--- config.mk ---
export PLATFORM = sky130hd
export DESIGN_NAME = memory_write_pattern_generator
export DESIGN_NICKNAME = d
export VERILOG_FILES = /design/src/sv/mwpg_pkg.sv /design/src/sv/mwpg_beat_gen.sv /design/src/sv/memory_write_pattern_generator.sv
export VERILOG_INCLUDE_DIRS = /design/src /design/src/sv
export SDC_FILE = /design/constraint.sdc
export NUM_CORES = 1
export LEC_CHECK = 0
export BUFFER_PORTS_ARGS = -buffer_cell sky130_fd_sc_hd__buf_2
export CAP_MARGIN = 5
export CORE_AREA = 5 5 281 255
export CTS_BUF_LIST = sky130_fd_sc_hd__clkbuf_8
export CTS_CLUSTER_SIZE = 16
export DETAILED_ROUTE_END_ITERATION = 7
export DIE_AREA = 0 0 286 260
export GPL_ROUTABILITY_DRIVEN = 1
export GPL_TIMING_DRIVEN = 0
export PLACE_DENSITY = 0.55
export REMOVE_ABC_BUFFERS = 1
export SLEW_MARGIN = 0
export SYNTH_ARGS = -nofsm -noshare
export SYNTH_HDL_FRONTEND = slang
export SYNTH_SLANG_ARGS = --single-unit
--- constraint.sdc ---
create_clock -name clk -period 12.52 [get_ports clk]
set_input_delay 2.504 -clock clk [delete_from_list [all_inputs] [get_ports clk]]
set_output_delay 2.504 -clock clk [all_outputs]
set_load 0.01 [all_outputs]
--- src/sv/memory_write_pattern_generator_assert.svh ---
// Assertion macros for the memory write pattern generator.
`ifndef MEMORY_WRITE_PATTERN_GENERATOR_ASSERT_SVH
`define MEMORY_WRITE_PATTERN_GENERATOR_ASSERT_SVH
`ifndef SYNTH
// Same-cycle implication, disabled while in reset.
`define MWPG_ASSERT_NOW(lbl, clk, rst_n, ante, cons) \
    lbl: assert property (@(posedge clk) disable iff (!rst_n) (ante) |-> (cons)) \
        else $error("mwpg: same-cycle check failed");
// Next-cycle implication, disabled while in reset.
`define MWPG_ASSERT_NEXT(lbl, clk, rst_n, ante, cons) \
    lbl: assert property (@(posedge clk) disable iff (!rst_n) (ante) |=> (cons)) \
        else $error("mwpg: next-cycle check failed");
`else
`define MWPG_ASSERT_NOW(lbl, clk, rst_n, ante, cons)
`define MWPG_ASSERT_NEXT(lbl, clk, rst_n, ante, cons)
`endif
`endif

--- src/sv/mwpg_pkg.sv ---
// Shared types and constants for the memory write pattern generator.
package mwpg_pkg;

    localparam int BEAT_BYTES_DEF    = 32;
    localparam int PATTERN_BYTES_DEF = 4096;
    localparam int BURST_BYTES_DEF   = 4096;

    localparam int LANES     = 4;
    localparam int LANE_W    = 64;
    localparam int ADDR_W    = 64;
    localparam int STEP_W    = 32;
    localparam int LEN_W     = 17;
    localparam int CFG_IDX_W = 2;
    localparam int CFG_VAL_W = 64;

    localparam logic [CFG_IDX_W-1:0] CFG_BASE_ADDRESS = 2'd0;
    localparam logic [CFG_IDX_W-1:0] CFG_ADDRESS_STEP = 2'd1;
    localparam logic [CFG_IDX_W-1:0] CFG_MAX_ADDRESS  = 2'd2;

    typedef enum logic [1:0] {
        PH_IDLE = 2'd0,
        PH_SET  = 2'd1,
        PH_DATA = 2'd2,
        PH_WAIT = 2'd3
    } phase_t;

    typedef logic [LANES-1:0][LANE_W-1:0] beat_t;

    typedef struct packed {
        logic start_req;
        logic sink_ready;
        logic write_complete;
    } in_item_t;

    typedef struct packed {
        logic              run_done;
        logic              write_request;
        logic [ADDR_W-1:0] write_address;
        logic [LEN_W-1:0]  burst_length;
        logic              beat_valid;
        logic [LANE_W-1:0] beat_lane0;
        logic [LANE_W-1:0] beat_lane1;
        logic [LANE_W-1:0] beat_lane2;
        logic [LANE_W-1:0] beat_lane3;
    } out_item_t;

endpackage

--- src/sv/mwpg_beat_gen.sv ---
// Pattern beat builder: beat bytes from the pattern pointer and the advanced pointer.
module mwpg_beat_gen
    import mwpg_pkg::*;
#(
    parameter int BEAT_BYTES    = BEAT_BYTES_DEF,
    parameter int PATTERN_BYTES = PATTERN_BYTES_DEF,
    localparam int PTR_W        = $clog2(PATTERN_BYTES)
)(
    input  logic [PTR_W-1:0] pointer,
    output beat_t            beat,
    output logic [PTR_W-1:0] pointer_next
);

    localparam logic [PTR_W:0] PATTERN_LEN = (PTR_W+1)'(PATTERN_BYTES);
    localparam logic [PTR_W:0] BEAT_LEN    = (PTR_W+1)'(BEAT_BYTES);

    logic [PTR_W:0] advance_sum;

    // Each byte index stays below twice the pattern length, so one subtract wraps it.
    always_comb
    begin
        logic [PTR_W:0] idx;
        beat = '0;
        idx  = '0;
        for (int i = 0; i < BEAT_BYTES; i++)
        begin
            idx = {1'b0, pointer} + (PTR_W+1)'(i);
            if (idx >= PATTERN_LEN)
            begin
                idx = idx - PATTERN_LEN;
            end
            beat[i >> 3][(i & 7) * 8 +: 8] = idx[7:0];
        end
    end

    always_comb
    begin
        advance_sum = {1'b0, pointer} + BEAT_LEN;
        if (advance_sum >= PATTERN_LEN)
        begin
            advance_sum = advance_sum - PATTERN_LEN;
        end
        pointer_next = advance_sum[PTR_W-1:0];
    end

endmodule

--- src/sv/memory_write_pattern_generator.sv ---
// Top level of the memory write pattern generator: tick pipeline, burst sequencer, registers.
//
//  channel | signals                                   | direction
//  --------+-------------------------------------------+----------
//  in      | in_valid, in_ready, in_item (one tick)    | sink
//  out     | out_valid, out_ready, out_item (outputs)  | source
//  cfg     | cfg_valid, cfg_ready, cfg_index, cfg_value| sink
//
// One tick transaction is taken every cycle while the out channel does not stall; its result
// passes through the input register, then the sequencer updates the held output registers.
// The held output registers are the result register, so a stalled out channel holds
// the input register, which in turn drops in_ready. Configuration is always ready.
// After reset the sequencer is idle; no clearing pass is needed.
`include "memory_write_pattern_generator_assert.svh"
module memory_write_pattern_generator
    import mwpg_pkg::*;
#(
    parameter int BEAT_BYTES    = BEAT_BYTES_DEF,
    parameter int PATTERN_BYTES = PATTERN_BYTES_DEF,
    parameter int BURST_BYTES   = BURST_BYTES_DEF
)(
    input  logic                 clk,
    input  logic                 rst_n,
    input  logic                 in_valid,
    output logic                 in_ready,
    input  in_item_t             in_item,
    output logic                 out_valid,
    input  logic                 out_ready,
    output out_item_t            out_item,
    input  logic                 cfg_valid,
    output logic                 cfg_ready,
    input  logic [CFG_IDX_W-1:0] cfg_index,
    input  logic [CFG_VAL_W-1:0] cfg_value
);

    localparam int PTR_W = $clog2(PATTERN_BYTES);
    localparam logic [LEN_W-1:0] BURST_LEN = LEN_W'(BURST_BYTES);
    localparam logic [LEN_W-1:0] BEAT_LEN  = LEN_W'(BEAT_BYTES);

    // configuration registers
    logic [ADDR_W-1:0] base_address_reg;
    logic [STEP_W-1:0] address_step_reg;
    logic [ADDR_W-1:0] max_address_reg;

    // input register
    logic     s1_valid_reg;
    in_item_t s1_item_reg;

    // sequencer state and held outputs
    phase_t            phase_reg,        phase_next;
    logic [ADDR_W-1:0] write_offset_reg, write_offset_next;
    logic [PTR_W-1:0]  pointer_reg,      pointer_next;
    logic [LEN_W-1:0]  bytes_sent_reg,   bytes_sent_next;
    logic              run_done_reg,     run_done_next;
    logic              write_req_reg,    write_req_next;
    logic              beat_valid_reg,   beat_valid_next;
    logic [ADDR_W-1:0] address_reg,      address_next;
    logic [LEN_W-1:0]  length_reg,       length_next;
    beat_t             beat_reg,         beat_next;
    logic              out_valid_reg;

    logic             advance;
    logic [ADDR_W:0]  offset_sum;
    logic             over_limit;
    beat_t            gen_beat;
    logic [PTR_W-1:0] gen_pointer;

    assign advance   = !out_valid_reg || out_ready;
    assign in_ready  = !s1_valid_reg || advance;
    assign cfg_ready = 1'b1;
    assign out_valid = out_valid_reg;

    always_ff @(posedge clk or negedge rst_n)
    begin
        if (!rst_n)
        begin
            base_address_reg <= '0;
            address_step_reg <= '0;
            max_address_reg  <= '0;
        end
        else if (cfg_valid)
        begin
            unique case (cfg_index)
                CFG_BASE_ADDRESS: base_address_reg <= cfg_value;
                CFG_ADDRESS_STEP: address_step_reg <= cfg_value[STEP_W-1:0];
                CFG_MAX_ADDRESS:  max_address_reg  <= cfg_value;
                default:          ; // drop writes beyond the register list
            endcase
        end
    end

    mwpg_beat_gen #(
        .BEAT_BYTES    (BEAT_BYTES),
        .PATTERN_BYTES (PATTERN_BYTES)
    ) u_beat_gen (
        .pointer      (pointer_reg),
        .beat         (gen_beat),
        .pointer_next (gen_pointer)
    );

    // A sum carrying out of 64 bits counts as beyond the limit.
    assign offset_sum = {1'b0, write_offset_reg} + {{(ADDR_W-STEP_W+1){1'b0}}, address_step_reg};
    assign over_limit = offset_sum[ADDR_W] || (offset_sum[ADDR_W-1:0] > max_address_reg);

    always_comb
    begin
        phase_next        = phase_reg;
        write_offset_next = write_offset_reg;
        pointer_next      = pointer_reg;
        bytes_sent_next   = bytes_sent_reg;
        run_done_next     = run_done_reg;
        write_req_next    = write_req_reg;
        beat_valid_next   = beat_valid_reg;
        address_next      = address_reg;
        length_next       = length_reg;
        beat_next         = beat_reg;
        unique case (phase_reg)
            PH_IDLE:
            begin
                run_done_next     = 1'b0;
                write_req_next    = 1'b0;
                beat_valid_next   = 1'b0;
                address_next      = '0;
                length_next       = '0;
                beat_next         = '0;
                write_offset_next = '0;
                pointer_next      = '0;
                bytes_sent_next   = '0;
                if (s1_item_reg.start_req)
                begin
                    phase_next = PH_SET;
                end
            end
            PH_SET:
            begin
                if (over_limit)
                begin
                    run_done_next = 1'b1;
                    phase_next    = PH_IDLE;
                end
                else
                begin
                    address_next      = base_address_reg + write_offset_reg;
                    length_next       = BURST_LEN;
                    write_offset_next = offset_sum[ADDR_W-1:0];
                    write_req_next    = 1'b1;
                    phase_next        = PH_DATA;
                end
            end
            PH_DATA:
            begin
                write_req_next = 1'b0;
                if (s1_item_reg.sink_ready)
                begin
                    if (bytes_sent_reg >= BURST_LEN)
                    begin
                        phase_next      = PH_WAIT;
                        bytes_sent_next = '0;
                        beat_valid_next = 1'b0;
                    end
                    else
                    begin
                        beat_next       = gen_beat;
                        pointer_next    = gen_pointer;
                        bytes_sent_next = bytes_sent_reg + BEAT_LEN;
                        beat_valid_next = 1'b1;
                    end
                end
            end
            PH_WAIT:
            begin
                if (s1_item_reg.write_complete)
                begin
                    phase_next = PH_SET;
                end
            end
            default:
            begin
                phase_next = PH_IDLE;
            end
        endcase
    end

    always_ff @(posedge clk or negedge rst_n)
    begin
        if (!rst_n)
        begin
            s1_valid_reg   <= 1'b0;
            out_valid_reg  <= 1'b0;
            phase_reg      <= PH_IDLE;
            run_done_reg   <= 1'b0;
            write_req_reg  <= 1'b0;
            beat_valid_reg <= 1'b0;
        end
        else
        begin
            if (in_ready)
            begin
                s1_valid_reg <= in_valid;
            end
            if (s1_valid_reg && advance)
            begin
                out_valid_reg  <= 1'b1;
                phase_reg      <= phase_next;
                run_done_reg   <= run_done_next;
                write_req_reg  <= write_req_next;
                beat_valid_reg <= beat_valid_next;
            end
            else if (out_ready)
            begin
                out_valid_reg <= 1'b0;
            end
        end
    end

    // Payload and counters need no reset: the idle tick clears them before use.
    always_ff @(posedge clk)
    begin
        if (in_ready)
        begin
            s1_item_reg <= in_item;
        end
        if (s1_valid_reg && advance)
        begin
            write_offset_reg <= write_offset_next;
            pointer_reg      <= pointer_next;
            bytes_sent_reg   <= bytes_sent_next;
            address_reg      <= address_next;
            length_reg       <= length_next;
            beat_reg         <= beat_next;
        end
    end

    always_comb
    begin
        out_item.run_done      = run_done_reg;
        out_item.write_request = write_req_reg;
        out_item.write_address = address_reg;
        out_item.burst_length  = length_reg;
        out_item.beat_valid    = beat_valid_reg;
        out_item.beat_lane0    = beat_reg[0];
        out_item.beat_lane1    = beat_reg[1];
        out_item.beat_lane2    = beat_reg[2];
        out_item.beat_lane3    = beat_reg[3];
    end

    `MWPG_ASSERT_NOW(a_req_has_burst, clk, rst_n, write_req_reg, !run_done_reg && length_reg == BURST_LEN && phase_reg == PH_DATA)
    `MWPG_ASSERT_NOW(a_valid_in_data, clk, rst_n, beat_valid_reg, phase_reg == PH_DATA)
    `MWPG_ASSERT_NOW(a_done_is_idle, clk, rst_n, run_done_reg, phase_reg == PH_IDLE)
    `MWPG_ASSERT_NEXT(a_stall_holds_state, clk, rst_n, out_valid_reg && !out_ready, $stable(phase_reg) && $stable(beat_reg))

endmodule
### Yosys cells after proc, flatten, opt, wreduce, memory -nomap -nowiden

Cells that the tools add are included.

* add/sub/neg operators: 68
* multipliers: 0
* divide/modulo/power cells: 0
* order comparisons: 35
* eq/ne operators: 12
* shift operators: 0
* muxes and demuxes: 63
* bitwise logic cells: 0
* reductions and logical operators: 22

Operator list (number)
* 256-bit two-way mux: 2
* 256-bit one-hot mux with 2 select lines: 1
* 13-bit >= comparator (second input constant): 32
* 8-bit two-way mux: 32
* 64-bit one-hot mux with 2 select lines: 2
* 8-bit by 1-bit subtractor with 8-bit output (second input constant): 32
* 12-bit by 5-bit adder with 13-bit output (second input constant): 16
* 64-bit two-way mux: 2
* 12-bit by 4-bit adder with 13-bit output (second input constant): 8
* 17-bit one-hot mux with 2 select lines: 2
* 64-bit by 32-bit adder with 65-bit output: 1
* 64-bit adder: 1
* 64-bit > comparator: 1
* 12-bit by 3-bit adder with 13-bit output (second input constant): 4
* 17-bit two-way mux: 3
* 12-bit two-way mux: 3
* 12-bit by 2-bit adder with 13-bit output (second input constant): 2
* 12-bit one-hot mux with 2 select lines: 1
* 17-bit by 6-bit adder with 17-bit output (second input constant): 1
* 17-bit by 13-bit >= comparator with 1-bit output (second input constant): 1
* 2-bit != test (second input constant): 7
* 12-bit by 1-bit adder with 13-bit output (second input constant): 1
* 12-bit by 6-bit adder with 13-bit output (second input constant): 1
* 12-bit by 13-bit >= comparator with 1-bit output (second input constant): 1
* 17 further kinds: 43

* flip-flop bits (word level): 600
* latch bits: 0
* bits in writable memories: 0
* ROM bits: 0
* input port bits: 74
* output and inout port bits: 343
* logic and storage cells: 221
* memories kept: 0

### Depth between registers and ports, before layout

* depth in word-level cells: 6
* gate-level depth with buffers: 24
* depth with buffers taken out: 23

### Cells and area by module

A second synthesis with hierarchy kept.

* cells, all modules: 2937
* area total of the unflattened synthesis: 32875.3 µm²

Modules (own cells, without submodules)
* memory_write_pattern_generator: instances 1, cells each 2472, area each 29629.7 µm², sequential area each 16550.9 µm²
* mwpg_beat_gen: instances 1, cells each 465, area each 3245.6 µm², sequential area each 0.0 µm²

### Least setup slack after synthesis

Ideal clock, no wire load.

* kind: reg2reg
* from: register write_offset_reg[15]
* to: register address_reg[0], enable pin
* library setup time: 0.660 ns
* data arrival time: 10.909 ns
* required time: 11.860 ns
* path slack: 0.951 ns
* stages on the path, launching flop included: 23
* path buffers: 0
* period minus slack after synthesis: 11.569 ns
* cells stage by stage: edfxtp_1 -> ha_1 -> a21o_1 -> a211oi_1 -> o21ai_1 -> a21o_1 -> a221o_2 -> a2111o_1 -> a311oi_4 -> nor2_2 -> nand4_1 -> xnor2_1 -> ha_1 -> nand4_1 -> or2_2 -> nor3_1 -> nand3_1 -> nor3_1 -> nor2_1 -> a21o_1 -> a21oi_1 -> nand2_1 -> a21oi_1

* word-level cells in the longest chain between the ends: 5

RTL lines
* from (decl): RTL line memory_write_pattern_generator.sv:51 `logic [ADDR_W-1:0] write_offset_reg, write_offset_next;`
* from (signal assigned): RTL line memory_write_pattern_generator.sv:225 `write_offset_reg <= write_offset_next;`
* 64-bit by 32-bit adder with 65-bit output: RTL line memory_write_pattern_generator.sv:102 `assign offset_sum = {1'b0, write_offset_reg} + {{(ADDR_W-STEP_W+1){1'b0}}, address_step_reg};`
* named net offset_sum[61]: RTL line memory_write_pattern_generator.sv:63 `logic [ADDR_W:0] offset_sum;`
* 64-bit > comparator: RTL line memory_write_pattern_generator.sv:103 `assign over_limit = offset_sum[ADDR_W] || (offset_sum[ADDR_W-1:0] > max_address_reg);`
* 1-bit logical OR: RTL line memory_write_pattern_generator.sv:103
* 2-bit != test (no source line)
* 3-bit AND reduction (no source line)
* to (signal assigned): RTL line memory_write_pattern_generator.sv:228 `address_reg <= address_next;`
* to (decl): RTL line memory_write_pattern_generator.sv:57 `logic [ADDR_W-1:0] address_reg, address_next;`

The timed path passes the listed nets, and every way through them passes these cells.
A chain may end at the register's enable or synchronous reset.

### Worst setup path after layout

* from: register write_offset_reg[0]
* to: register address_reg[2], enable pin

The elaborated chain is that of the path after synthesis.

==> impl_metrics.py <==
metrics = {
    "layout": {
        "finalNetCount": 2676,
        "areaGrowthSynthToFinish_pct": 13.3,
        "fin_util_pct": 39.3,
        "drive_above_1_share_pct": 26.4,
        "largest_register_ff_count": 76,
        "filler_cell_count": 6694,
        "finish.cell_count_without_fillers": 3378,
    },
    "synth": {
        "synth_edf_count": 223,
        "yosysTopAreaCell": "sky130_fd_sc_hd__edfxtp_1",
        "synthTopCellsByArea": "sky130_fd_sc_hd__edfxtp_1 28%, sky130_fd_sc_hd__dfrtp_1 18%, sky130_fd_sc_hd__ha_1 8.8%, sky130_fd_sc_hd__mux2_2 7.6%, sky130_fd_sc_hd__buf_4 6.3%",
        "yosys_warns": 0,
        "synth.cell_area_um2": 23700,
        "synthDistinctLibCells": 74,
        "synthesized_netlist_cell_count": 2196,
        "synthDominantCellAreaShare_pct": 28.3,
        "synth.avg_cell_area_um2": 10.8,
        "synth-async-reset-ratio_pct": 42.8,
        "synth.yosys.seq_area_share_pct": 45.9,
        "dominantRegCellSynth": "sky130_fd_sc_hd__edfxtp_1",
        "yosys_register_bits": 390,
    },
    "hold_path": {
        "hold_path_class": "flop to flop",
    },
    "clocking": {
        "clk_pin_slew_ns": 0.05,
        "postCtsSetupRepairBufs": 0,
        "clock_tree_from_tritoncts": "done",
        "cts.hold.buffers_added": 0,
        "cts_buffers": 74,
        "clk_root_buffer_cell": "sky130_fd_sc_hd__clkbuf_8",
        "h-tree-depth": 3,
        "clk_path_buf_depth": 3,
        "cts_resized": 0,
        "cts.sink_count": 390,
        "clk_latency_worst_skew_pair_ns": 0.65,
    },
    "status": {
        "status": "finished, final reports clean",
    },
    "worst_setup_path": {
        "worst_setup_path_start_kind": "flop",
        "cp_slowest_cell": "sky130_fd_sc_hd__o31ai_1",
        "setup.worst_path.class": "flop to flop",
        "worstPathRequired_ns": 12.84,
        "crit_path_max_fanout": 26,
        "worst-r2r-setup-slack_ns": 4.18,
        "worst_path_largest_cell_delay_ns": 0.72,
        "worst_setup_path_end_kind": "flop",
        "timing.critical_path.arrival_ns": 8.66,
        "critPathMostFrequentCell": "sky130_fd_sc_hd__buf_12",
    },
    "sta": {
        "rsz0062_at_grt": "no",
        "timing.final.hold_violations": 0,
        "timing.final.max_slew_violations": 0,
        "max_clock_freq_ghz": 0.120,
        "worstMarginPinSlew_ns": 1.18,
        "layout_min_cycle_time_ns": 8.34,
        "worst_clock_skew_ns": 0.0298,
        "setup_slack_ns": 4.18,
        "finalSetupTns_ns": 0,
        "setup_viol": 0,
        "period_utilization_pct": 66.6,
        "max-slew-margin-rel_pct": 21.6,
        "hold-worst-slack_ns": 0.500,
    },
    "placed_design": {
        "placed_cells": 3240,
        "numPortBuffers": 352,
        "dp_worst_setup_slack_ns": 4.28,
        "hpwl_um": 50100,
        "gp_routability_congestion": 0.869,
    },
    "routing": {
        "remaining_drc_errors": 0,
        "finalWirelength_um": 65000,
        "via_count": 16900,
        "via_cell_ratio": 5.00,
        "initialDrtViolationCount": 1028,
        "post_drt_wl_per_cell_um": 19.2,
        "detailedRoute.firstPassIterationCount": 5,
        "route.antenna.remaining_nets": 0,
    },
    "flow_run": {
        "maxcap_viol_count": 0,
    },
    "die": {
        "die_h_um": 260,
        "die_area_um2": 74400,
        "initial_utilization_pct": 34.7,
        "die_w_um": 286,
        "core_region_area_um2": 68200,
        "num_io_pins": 417,
        "fp-row-count": 91,
    },
    "global_routing": {
        "globalRouteTotalUtil_pct": 16.8,
        "grt_pass1_wl_um": 97600,
        "grt_start_max_net_pins": 95,
        "via_count_of_the_first_global_routing_pass": 16800,
        "initial_antenna_violation_count": 17,
        "grt.overflow.total": 0,
    },
    "pwr": {
        "p_leak_nw": 11.9,
        "power_per_cell_area_nw_per_um2": 219,
        "vdd.ir_drop.worst_mv": 0.0824,
    },
}
path summary, 6_finish.rpt:
kind | from | to | depth (start not counted)
max | write_offset_reg[0]$_SDFFCE_PN0P_ | address_reg[2]$_SDFFCE_PN0P_ | 25
max in group asynchronous | rst_n | max_address_reg[51]$_DFFE_PN0P_ | 2
min in group asynchronous | rst_n | address_step_reg[22]$_DFFE_PN0P_ | 1
min | max_address_reg[47]$_DFFE_PN0P_ | max_address_reg[47]$_DFFE_PN0P_ | 1
min reg2reg | max_address_reg[47]$_DFFE_PN0P_ | max_address_reg[47]$_DFFE_PN0P_ | 1
max reg2reg | write_offset_reg[0]$_SDFFCE_PN0P_ | address_reg[2]$_SDFFCE_PN0P_ | 25
critical path: cells and delay by family, from the launching register on:
family	cells	cell delay [ns]
flops	1	0.41
buf+inv	4	0.78
mux	1	0.28
fa+ha+maj	3	0.70
simple gates	7	1.54
compound gates	10	4.27
synthesized netlist by cell type, types with 25 or more instances:
| cell | count |
|---|---|
| sky130_fd_sc_hd__a21o_1 | 76 |
| sky130_fd_sc_hd__a21oi_1 | 124 |
| sky130_fd_sc_hd__and2_1 | 114 |
| sky130_fd_sc_hd__buf_4 | 200 |
| sky130_fd_sc_hd__clkbuf_1 | 90 |
| sky130_fd_sc_hd__dfrtp_1 | 167 |
| sky130_fd_sc_hd__edfxtp_1 | 223 |
| sky130_fd_sc_hd__ha_1 | 167 |
| sky130_fd_sc_hd__inv_1 | 96 |
| sky130_fd_sc_hd__mux2_2 | 160 |
| sky130_fd_sc_hd__nand2_1 | 93 |
| sky130_fd_sc_hd__nand2b_1 | 25 |
| sky130_fd_sc_hd__nand3_1 | 37 |
| sky130_fd_sc_hd__nand4_1 | 50 |
| sky130_fd_sc_hd__nor2_1 | 129 |
| sky130_fd_sc_hd__nor3_1 | 34 |
| sky130_fd_sc_hd__o21ai_0 | 66 |
| sky130_fd_sc_hd__xnor2_1 | 77 |
| sky130_fd_sc_hd__xor2_1 | 39 |
stage by stage:
step / cell area, µm² / power (mW)
2_1_floorplan: 22100 / 3.78
3_3_place_gp: 24900 / 4.68
3_5_place_dp: 25500 / 4.72
4_1_cts: 26800 / 5.94
5_1_grt: 26800 / 6.29
6_report: 26800 / 5.86
metal layers:
metal	global-route usage [%]	share of wire (%)	up-vias	wire, µm
li1	-	-	8028	-
met1	20.9	42	8163	27400
met2	28.9	48	560	31400
met3	3.64	6.6	139	4280
met4	5.90	2.8	16	1820
met5	0	0.18	-	116
cell type report:
class,count,area (µm²),area share [%]
Clock buffer,76,1050,3.90
Clock inverter,58,308,1.15
Tap cell,883,1100,4.12
Multi-Input combinational cell,1491,10900,40.5
Inverter,97,364,1.36
Antenna cell,4,10.0,0.0373
Timing Repair Buffer,379,2260,8.41
Sequential cell,390,10900,40.5
cells in the final DEF (no fill, tap or decap), types with 18 or more instances in the layout:
master / netlist / routed
sky130_fd_sc_hd__xnor2_1: 77 / 77
sky130_fd_sc_hd__o21ai_0: 66 / 66
sky130_fd_sc_hd__edfxtp_1: 223 / 223
sky130_fd_sc_hd__and2_1: 114 / 114
sky130_fd_sc_hd__o21bai_1: 18 / 18
sky130_fd_sc_hd__nand4_1: 50 / 50
sky130_fd_sc_hd__nand3_1: 37 / 37
sky130_fd_sc_hd__ha_1: 167 / 165
sky130_fd_sc_hd__nor3_1: 34 / 34
sky130_fd_sc_hd__xor2_1: 39 / 39
sky130_fd_sc_hd__inv_1: 96 / 121
sky130_fd_sc_hd__nand2_1: 93 / 93
sky130_fd_sc_hd__a21oi_1: 124 / 122
sky130_fd_sc_hd__nand2b_1: 25 / 25
sky130_fd_sc_hd__clkbuf_8: 2 / 76
sky130_fd_sc_hd__mux2_2: 160 / 160
sky130_fd_sc_hd__dfrtp_1: 167 / 167
sky130_fd_sc_hd__conb_1: 2 / 82
sky130_fd_sc_hd__nor2_1: 129 / 129
sky130_fd_sc_hd__a21o_1: 76 / 76
sky130_fd_sc_hd__buf_2: 1 / 351
logic make-up (layout without fill, tap and decap cells):
group / Yosys count / count (layout) / share of synthesized area (%)
AO/OA/AOI/OAI: 393 / 393 / 10.7
XOR/XNOR: 116 / 116 / 4.29
adder cells (fa/ha/maj): 169 / 169 / 9.00
buffers and inverters: 395 / 610 / 9.63
flip-flops: 390 / 390 / 45.9
multiplexers: 177 / 177 / 8.33
other: 2 / 86 / 0.0317
AND/OR/NAND/NOR: 554 / 554 / 12.1
power by group:
part / internal [mW] / switching, mW / leakage, nW
Clock: 0.606 / 0.561 / 0.770
Combinational: 1.08 / 1.64 / 7.02
Sequential: 1.78 / 0.190 / 4.08
Power figures use the tool's default switching activity.
